[src/rtl/btle_pkg.sv]
// Shared types and constants for the BER tag and length header encoder.
// Used by btle_ctrl, btle_dp and ber_tag_length_encoder; depends on nothing.
package btle_pkg;

  localparam logic [31:0] LOW_TAG_MAX   = 32'd30;
  localparam logic [4:0]  HIGH_TAG_MARK = 5'd31;
  localparam logic [7:0]  MORE_BIT      = 8'h80;
  localparam logic [7:0]  LONG_LEN_BASE = 8'h80;

  // Which octet of the header the datapath presents.
  typedef enum logic [1:0] {
    SEL_ID   = 2'd0,
    SEL_TAG  = 2'd1,
    SEL_LENH = 2'd2,
    SEL_LENB = 2'd3
  } sel_t;

  typedef struct packed {
    logic load;
    logic tag_step;
    logic len_step;
    sel_t sel;
  } cmd_t;

  typedef struct packed {
    logic low_tag;
    logic short_len;
    logic tag_one;
    logic len_one;
  } stat_t;

endpackage

[src/rtl/btle_ctrl.sv]
// Controller state machine that walks one header through its octets.
// Depends on btle_pkg for the command and status structs.
module btle_ctrl (
  input  logic            clk,
  input  logic            rst_n,
  input  logic            in_valid,
  output logic            in_ready,
  output logic            out_valid,
  input  logic            out_ready,
  output logic            out_last,
  input  btle_pkg::stat_t stat,
  output btle_pkg::cmd_t  cmd
);

  typedef enum logic [4:0] {
    S_IDLE = 5'b00001,
    S_ID   = 5'b00010,
    S_TAG  = 5'b00100,
    S_LENH = 5'b01000,
    S_LENB = 5'b10000
  } state_t;

  state_t         state_r, state_nxt;
  logic           fire;
  logic           accept;
  btle_pkg::sel_t sel;

  assign out_valid = (state_r != S_IDLE);
  assign fire      = out_valid & out_ready;

  always_comb begin
    out_last = 1'b0;
    sel      = btle_pkg::SEL_ID;
    case (state_r)
      S_ID: begin
        sel = btle_pkg::SEL_ID;
      end
      S_TAG: begin
        sel = btle_pkg::SEL_TAG;
      end
      S_LENH: begin
        sel      = btle_pkg::SEL_LENH;
        out_last = stat.short_len;
      end
      S_LENB: begin
        sel      = btle_pkg::SEL_LENB;
        out_last = stat.len_one;
      end
      default: begin
        sel = btle_pkg::SEL_ID;
      end
    endcase
  end

  // A new request is taken in the cycle the final octet of the previous one leaves.
  assign in_ready     = (state_r == S_IDLE) | (fire & out_last);
  assign accept       = in_valid & in_ready;
  assign cmd.sel      = sel;
  assign cmd.load     = accept;
  assign cmd.tag_step = fire & (state_r == S_TAG);
  assign cmd.len_step = fire & (state_r == S_LENB);

  always_comb begin
    state_nxt = state_r;
    case (state_r)
      S_IDLE: begin
        if (accept) state_nxt = S_ID;
      end
      S_ID: begin
        if (fire) state_nxt = stat.low_tag ? S_LENH : S_TAG;
      end
      S_TAG: begin
        if (fire && stat.tag_one) state_nxt = S_LENH;
      end
      S_LENH: begin
        if (fire) begin
          if (!stat.short_len) state_nxt = S_LENB;
          else                 state_nxt = accept ? S_ID : S_IDLE;
        end
      end
      S_LENB: begin
        if (fire && stat.len_one) state_nxt = accept ? S_ID : S_IDLE;
      end
      default: begin
        state_nxt = S_IDLE;
      end
    endcase
  end

  always_ff @(posedge clk) begin
    if (!rst_n) state_r <= S_IDLE;
    else        state_r <= state_nxt;
  end

endmodule

[src/rtl/btle_dp.sv]
// Datapath: holds one header request and forms the selected output octet.
// Depends on btle_pkg for constants and the command and status structs.
module btle_dp (
  input  logic            clk,
  input  logic            rst_n,
  input  logic [1:0]      in_tag_class,
  input  logic            in_constructed,
  input  logic [31:0]     in_tag_number,
  input  logic [31:0]     in_content_length,
  input  btle_pkg::cmd_t  cmd,
  output btle_pkg::stat_t stat,
  output logic [7:0]      out_byte
);

  logic [2:0]  first_r;
  logic [31:0] tag_r;
  logic [31:0] len_r;
  logic [2:0]  tgcnt_r, tgcnt_nxt;
  logic [2:0]  lncnt_r, lncnt_nxt;
  logic [6:0]  grp;
  logic [7:0]  lbyte;
  logic [7:0]  id_byte;

  // Counts of base-128 tag groups and of long-form length octets.
  always_comb begin
    if (in_tag_number[31:28] != 4'd0)      tgcnt_nxt = 3'd5;
    else if (in_tag_number[27:21] != 7'd0) tgcnt_nxt = 3'd4;
    else if (in_tag_number[20:14] != 7'd0) tgcnt_nxt = 3'd3;
    else if (in_tag_number[13:7] != 7'd0)  tgcnt_nxt = 3'd2;
    else                                   tgcnt_nxt = 3'd1;
    if (in_content_length[31:24] != 8'd0)      lncnt_nxt = 3'd4;
    else if (in_content_length[23:16] != 8'd0) lncnt_nxt = 3'd3;
    else if (in_content_length[15:8] != 8'd0)  lncnt_nxt = 3'd2;
    else                                       lncnt_nxt = 3'd1;
  end

  always_ff @(posedge clk) begin
    if (!rst_n) begin
      tgcnt_r <= 3'd1;
      lncnt_r <= 3'd1;
    end else if (cmd.load) begin
      tgcnt_r <= tgcnt_nxt;
      lncnt_r <= lncnt_nxt;
    end else begin
      if (cmd.tag_step) tgcnt_r <= tgcnt_r - 3'd1;
      if (cmd.len_step) lncnt_r <= lncnt_r - 3'd1;
    end
  end

  always_ff @(posedge clk) begin
    if (cmd.load) begin
      first_r <= {in_tag_class, in_constructed};
      tag_r   <= in_tag_number;
      len_r   <= in_content_length;
    end
  end

  assign stat.low_tag   = (tag_r <= btle_pkg::LOW_TAG_MAX);
  assign stat.short_len = (len_r[31:7] == 25'd0);
  assign stat.tag_one   = (tgcnt_r == 3'd1);
  assign stat.len_one   = (lncnt_r == 3'd1);

  always_comb begin
    case (tgcnt_r)
      3'd5:    grp = {3'b000, tag_r[31:28]};
      3'd4:    grp = tag_r[27:21];
      3'd3:    grp = tag_r[20:14];
      3'd2:    grp = tag_r[13:7];
      default: grp = tag_r[6:0];
    endcase
    case (lncnt_r)
      3'd4:    lbyte = len_r[31:24];
      3'd3:    lbyte = len_r[23:16];
      3'd2:    lbyte = len_r[15:8];
      default: lbyte = len_r[7:0];
    endcase
  end

  assign id_byte = {first_r,
                    stat.low_tag ? tag_r[4:0] : btle_pkg::HIGH_TAG_MARK};

  always_comb begin
    case (cmd.sel)
      btle_pkg::SEL_ID: begin
        out_byte = id_byte;
      end
      btle_pkg::SEL_TAG: begin
        out_byte = (stat.tag_one ? 8'h00 : btle_pkg::MORE_BIT) | {1'b0, grp};
      end
      btle_pkg::SEL_LENH: begin
        out_byte = stat.short_len ? {1'b0, len_r[6:0]}
                                  : (btle_pkg::LONG_LEN_BASE | {5'd0, lncnt_r});
      end
      btle_pkg::SEL_LENB: begin
        out_byte = lbyte;
      end
      default: begin
        out_byte = id_byte;
      end
    endcase
  end

endmodule

[src/rtl/ber_tag_length_encoder.sv]
// Top level of the BER identifier and length header encoder.
// Joins btle_ctrl and btle_dp; depends on btle_pkg.
//
//  channel  direction  handshake              payload
//  in       input      in_valid / in_ready    tag_class, constructed, tag_number,
//                                             content_length
//  out      output     out_valid / out_ready  out_byte, out_last (one octet a word)
//
// One request yields 2 to 11 octets, one word per cycle while out_ready is high;
// the controller's octet walk sets how many octets a request yields.
// The next request is taken in the cycle its predecessor's last octet leaves.
// Reset (rst_n low, synchronous) returns the controller to idle.
// While out_ready is low the current octet and all counters hold.
module ber_tag_length_encoder (
  input  logic        clk,
  input  logic        rst_n,
  input  logic        in_valid,
  output logic        in_ready,
  input  logic [1:0]  in_tag_class,
  input  logic        in_constructed,
  input  logic [31:0] in_tag_number,
  input  logic [31:0] in_content_length,
  output logic        out_valid,
  input  logic        out_ready,
  output logic [7:0]  out_byte,
  output logic        out_last
);

  btle_pkg::cmd_t  cmd;
  btle_pkg::stat_t stat;

  btle_ctrl u_ctrl (
    .clk       (clk),
    .rst_n     (rst_n),
    .in_valid  (in_valid),
    .in_ready  (in_ready),
    .out_valid (out_valid),
    .out_ready (out_ready),
    .out_last  (out_last),
    .stat      (stat),
    .cmd       (cmd)
  );

  btle_dp u_dp (
    .clk               (clk),
    .rst_n             (rst_n),
    .in_tag_class      (in_tag_class),
    .in_constructed    (in_constructed),
    .in_tag_number     (in_tag_number),
    .in_content_length (in_content_length),
    .cmd               (cmd),
    .stat              (stat),
    .out_byte          (out_byte)
  );

endmodule
[config.mk]
export PLATFORM = sky130hd
export DESIGN_NAME = ber_tag_length_encoder
export DESIGN_NICKNAME = d
export VERILOG_FILES = /design/src/rtl/btle_pkg.sv /design/src/rtl/btle_ctrl.sv /design/src/rtl/btle_dp.sv /design/src/rtl/ber_tag_length_encoder.sv
export SDC_FILE = /design/constraint.sdc
export NUM_CORES = 1
export LEC_CHECK = 0
export ABC_AREA = 1
export BUFFER_PORTS_ARGS = -buffer_cell sky130_fd_sc_hd__buf_2
export CAP_MARGIN = 20
export CORE_AREA = 2 2 93 95
export DETAILED_ROUTE_END_ITERATION = 8
export DIE_AREA = 0 0 95 97
export PLACE_DENSITY = 0.8
export REMOVE_ABC_BUFFERS = 1
export SETUP_SLACK_MARGIN = 0.02
export SLEW_MARGIN = 20
export SYNTH_ARGS = -nofsm -noshare
export SYNTH_HDL_FRONTEND = slang
export SYNTH_SLANG_ARGS = --single-unit
[constraint.sdc]
create_clock -name clk -period 3.4 [get_ports clk]
set_input_delay 0.34 -clock clk [delete_from_list [all_inputs] [get_ports clk]]
set_output_delay 0.34 -clock clk [all_outputs]
set_load 0.01 [all_outputs]
* After elaboration in Yosys (flattened, before gate mapping)
Index checks and enable logic that the tools add are counted.
** Storage, ports and cells
- Bits in registers :: 78
- Output and inout bits :: 11
- Word-level logic and storage cells :: 81
** Operators by class
- Add/sub/neg operators :: 2
- Magnitude comparators :: 1
- Equal/unequal tests :: 23
- Mux-type cells :: 28
- Bitwise logic cells :: 7
- Reduce and logical (&&, ||, !) cells :: 14
** Operator list (count)
- $mux W5 :: 7
- $le A32 B5 Y1 const B :: 1
- $pmux W8 S4 :: 1
- $pmux W7 S4 :: 1
- $mux W3 :: 9
- $logic_not A25 Y1 :: 1
- $pmux W5 S5 :: 1
- $pmux W8 S3 :: 1
- $reduce_bool A8 Y1 :: 3
- $reduce_bool A7 Y1 :: 3
- $mux W8 :: 2
- $eq A3 B2 Y1 const B :: 4
- $eq A3 B3 Y1 const B :: 3
- $or A8 B7 Y8 :: 1
- $eq A3 B1 Y1 const B :: 2
- $mux W2 :: 3
- $ne A2 B1 Y1 const B :: 3
- $pmux W2 S3 :: 1
- $sub A3 B1 Y3 const B :: 2
- $and A1 B1 Y1 :: 5
- $eq A5 B1 Y1 const B :: 1
- $eq A5 B2 Y1 const B :: 1
- $eq A5 B3 Y1 const B :: 1
- $eq A5 B4 Y1 const B :: 1
- 13 further kinds :: 17

* Longest topological paths before layout
- Word-level depth :: 9
- Depth in mapped cells :: 15

* Cells and area by module
From an unflattened synthesis, not the netlist that was laid out.
** Second synthesis, totals
- Cells, all modules :: 493
- Area total of the unflattened synthesis :: 4139.0 um2
** By module, submodules not included
- btle_dp :: instances 1, cells each 411, area an instance 3679.8 um2, sequential area each 2132.0 um2
- btle_ctrl :: instances 1, cells each 82, area an instance 459.2 um2, sequential area each 100.1 um2

* Worst setup path after synthesis
OpenSTA, ideal clock, no wires.
- Path type :: register -> register
- Start point :: register u_dp.len_r[20]
- End point :: register u_dp.tgcnt_r[1]
- Setup time :: 0.114 ns
- Data arrival time :: 3.401 ns
- Setup slack :: -0.115 ns
- Cell stages (with the launch flop) :: 13
- Path buffers :: 0
- Clock period less this slack :: 3.515 ns
- Cell sequence :: edfxtp_1 inv_2 nand2_1 nor2_1 nand2_1 nor2_1 nand3_2 nand2_2 nand2_2 a21boi_2 nor2_1 nor2_1 nor2_1
** On the way
- Cells in the longest elaborated chain, start to end :: 6
- Elaborated cells on any way between the ends :: 7
- Those cells by class :: mux (2); bitwise (3); reduce/logical (2)
** RTL lines
- start, declared :: line btle_dp.sv:17 : logic [31:0] len_r;
- start signal, assigned :: line btle_dp.sv:54 : len_r <= in_content_length;
- $logic_not A25 Y1 * :: line btle_dp.sv:59 : assign stat.short_len = (len_r[31:7] == 25'd0);
- $pmux W1 S2 * :: line btle_ctrl.sv:34 : case (state_r)
- named net out_last :: line ber_tag_length_encoder.sv:26 : output logic out_last
- $and A1 B1 Y1 * :: line btle_ctrl.sv:56 : assign in_ready = (state_r == S_IDLE) | (fire & out_last);
- $or A1 B1 Y1 * :: line btle_ctrl.sv:56
- $and A1 B1 Y1 * :: line btle_ctrl.sv:57 : assign accept = in_valid & in_ready;
- $mux W3 or $reduce_bool A2 Y1 (tied branches)
- end signal, assigned :: line btle_dp.sv:42 : tgcnt_r <= tgcnt_nxt;
- end signal, assigned :: line btle_dp.sv:45 : if (cmd.tag_step) tgcnt_r <= tgcnt_r - 3'd1;
- end, declared :: line btle_dp.sv:18 : logic [2:0] tgcnt_r, tgcnt_nxt;
Mark *: on every way through the listed nets, which the timed path passes. The rest lies on a longest branch.
A chain may end at the register's enable or synchronous reset.

* Worst setup path in the final report
- Start point :: register u_dp.lncnt_r[0]
- End point :: output port out_byte[4]
** On the way
- Cells in the longest elaborated chain, start to end :: 3
- Elaborated cells on any way between the ends :: 5
- Those cells by class :: eq/ne (3); mux (2)
** RTL lines
- start, declared :: line btle_dp.sv:19 : logic [2:0] lncnt_r, lncnt_nxt;
- start signal, assigned :: line btle_dp.sv:43 : lncnt_r <= lncnt_nxt;
- start signal, assigned :: line btle_dp.sv:46 : if (cmd.len_step) lncnt_r <= lncnt_r - 3'd1;
- $eq A3 B2 Y1 or $eq A3 B3 Y1 (tied branches) :: line btle_dp.sv:71 : case (lncnt_r)
- $pmux W8 S3 * :: line btle_dp.sv:71
- $pmux W8 S4 * :: line btle_dp.sv:83 : case (cmd.sel)
- end, declared :: line ber_tag_length_encoder.sv:25 : output logic [7:0] out_byte,
Every way passes the cells marked *; elsewhere a longest branch is shown, timed or not.

==> key figures <==
Outcome
  • Status: finished, final reports clean

Timing
  • Fmax: 0.359 GHz
  • RSZ-0062 raised after global routing: no
  • Hold slack final: about 0.17 ns
  • Worst Tran Pin Value: about 0.7 ns
  • Clock Skew: 0.0130 ns
  • Final setup vio count: 0
  • Min Tclk post-route: 2.78 ns
  • Final WS setup: 0.617 ns
  • Part of the cycle the worst path needs: 81.9%
  • Slew Limit Fails: 0
  • Final Hold Vio Count: 0
  • Rel. slew slack: a little over half

Power
  • Switching power: 1.11 mW
  • Sequential share of power: ~47%
  • PD cells: a little under 700 mW/mm2
  • Total power: roughly 3.1 mW
  • Gate power share: just under 30%
  • Worst IR Drop VDD: 0.000320 V
  • Clock share of power: between 20% and 30%
  • P_int: around 2.0 mW
  • Leakage: 1.97 nW
  • Switching Fraction: 35.2%

Routing
  • Detail Route Antenna Nets: 0
  • Final wirelength: 9.54 mm
  • Drt via density: 5.46
  • Drc violations: 0
  • WL/cell: 15.8 um
  • DR iter-0 viols: 272
  • Via Count: 3,306
  • First-pass DRT Iterations: 5

Floorplan
  • Core ar.: 0.00813 mm2
  • DIE AREA: 0.00922 mm2
  • DIE WIDTH: roughly 95 um
  • Row cnt: 33
  • Die extent in y: around 97 um
  • Starting Density: 48.3%
  • Ports: 82

Worst hold path
  • Worst Hold Class: in -> reg
  • HP Start: in_tag_number[6]

Global routing
  • Met2 Use GR: 32.2%
  • First-pass GRT wire length: approximately 16 mm
  • Total grt overflow: 0
  • Met1 Use GR: 33.2%
  • Initial antenna violation count: 0
  • Largest net degree at the start of global routing: 71
  • Routing usage on met3: ~4.5%
  • Via count of the first global-routing pass: 3,194
  • Gr busiest metal: met1
  • Tot GR Track Use: roughly 22%

Worst setup path
  • Reg-to-Reg Start: u_dp.len_r[20]
  • CP bufs+invs: 4
  • Crit-path slowest cell: dfxtp_1
  • CP endpoint kind: output pin
  • Worst Path Max Fanout: 11
  • CP arrival: 2.44 ns
  • Crit start category: register
  • Largest stage delay on the critical path: ~0.44 ns
  • Setup crit start: u_dp.lncnt_r[0]
  • CP cell instances: inv_1 > ha_1 > nand2_1 > inv_1 > nor2_1 > inv_1 > o2111ai_1 > o21ai_0 > o2111ai_1 > buf_2
  • CP top delay family: buffers and inverters
  • Most frequent CP cell: inv_1
  • CP required: 3.06 ns
  • Worst Setup Path Type: reg -> out

CTS
  • CTS Buf Count: 9
  • Post-CTS Resized: 0
  • Post-CTS Hold Buffers: 0
  • Clock transition at path regs: 0.07 ns
  • H-tree levels: 3
  • Setup bufs post-CTS: 0
  • CTS sink count: 78
  • CTS tree: yes
  • Bufs on Longest Clock Path: 2
  • Clock Latency Late Sink: approximately 0.35 ns
  • CTS root buffer: clkbuf_8

Synthesis
  • Yosys warns: 0
  • Netlist Area Pre-Place: 0.00393 mm2
  • Post-synth ARST share: 0%
  • Dominant synthesized flop cell: edfxtp_1
  • Syn Inst Count: about 410
  • Seq/Total Area, Yosys: 56.8%
  • Mean Syn Cell Area: 9.64 um2
  • #FFs+latches synth: 78
  • Synth unique cells: 41
  • Number of synthesized flops with an enable pin: 67

Placement
  • Setup WS pre-CTS: 1.01 ns
  • PortBufs: 81
  • Gp weighted congestion: between 0.9 and 1
  • DP Wirelength: 7.41 mm

Layout
  • Most frequent cells in the layout: nand2_1 (94), buf_2 (81), edfxtp_1 (67), nor2_1 (50), inv_1 (44)
  • Final net count: 578
  • Commonest non-fill, non-tap cell in the layout: nand2_1
  • Share of cells above drive strength 1: 23.0%
  • Area grow syn2layout: 18.8%
  • Antenna Cells: 0

Flow run
  • MaxCap Viol Count: 0
state kept, by name, summed over array words and instances, names as in the netlist:
signal,count
u_ctrl.state_r,5
u_dp.len_r,32
u_dp.first_r,3
u_dp.lncnt_r,3
u_dp.tag_r,32
u_dp.tgcnt_r,3
cells by family (layout without fill, tap and decap cells):
group / after synthesis / in the layout / share of synthesized area, %
AND/OR/NAND/NOR: 211 / 211 / 24.9
AO/OA/AOI/OAI: 54 / 54 / 9.26
buffers and inverters: 53 / 145 / 5.41
adder cells (fa/ha/maj): 10 / 10 / 3.18
XOR/XNOR: 2 / 2 / 0.446
flip-flops: 78 / 78 / 56.8
routing by layer:
| metal | vias up | wire length [um] |
|---|---|---|
| met2 | 167 | 4310 |
| li1 | 1606 | - |
| met4 | 0 | 159 |
| met5 | - | 0 |
| met1 | 1517 | 4350 |
| met3 | 16 | 712 |
final cells by class:
class | instances | area (um2)
fill | 711 | 3460
sequential | 78 | 2230
multi-input combinational | 277 | 1490
timing repair buffer | 82 | 425
inverter | 49 | 188
tap | 105 | 131
clock buffer | 9 | 124
clock inverter | 5 | 76.3
power by group through the flow:
| stage | logic [mW] | clock network, mW | registers (mW) |
|---|---|---|---|
| final | 0.930 | 0.727 | 1.49 |
| after global routing | 1.06 | 0.778 | 1.51 |
| after CTS | 0.934 | 0.737 | 1.48 |
| after detailed placement | 0.924 | 0 | 1.50 |
| after global placement | 0.904 | 0 | 1.49 |
| after floorplan | 0.646 | 0 | 1.46 |
final timing paths:
check | to | slack, ns | cells past startpoint
setup reg to reg | u_dp.tgcnt_r[2] | 1.22 | 13
hold reg to reg | u_ctrl.state_r[2] | 0.52 | 2
hold / removal | u_dp.tag_r[6] | 0.17 | 1
setup / recovery | out_byte[4] | 0.62 | 10
synthesized netlist by cell type, types with 3 or more instances:
library cell / instances / share of area [%]
a21oi_1: 10 / 1.3
a221oi_1: 3 / 0.67
a22oi_1: 3 / 0.57
dfxtp_1: 11 / 5.6
edfxtp_1: 67 / 51
ha_1: 10 / 3.2
inv_1: 44 / 4.2
inv_2: 3 / 0.29
nand2_1: 94 / 9.0
nand2_2: 4 / 0.64
nand3_1: 25 / 3.2
nand4_1: 13 / 2.1
nor2_1: 50 / 4.8
nor4_1: 11 / 1.8
o2111ai_1: 8 / 1.8
o211ai_1: 8 / 1.5
o21ai_0: 14 / 1.8
stage by stage:
step | TNS (ns) | util, % | cell area, um2 | cells
after floorplan | -7.84 | - | 3910 | 404
after global placement | 0 | 55.0 | 4470 | 591
after detailed placement | 0 | 55.0 | 4470 | 591
after CTS | 0 | 57.4 | 4670 | 605
after global routing | 0 | 57.4 | 4670 | 605
final | 0 | 57.4 | 4670 | 605
Note: power is estimated with default switching activity, not from simulation.
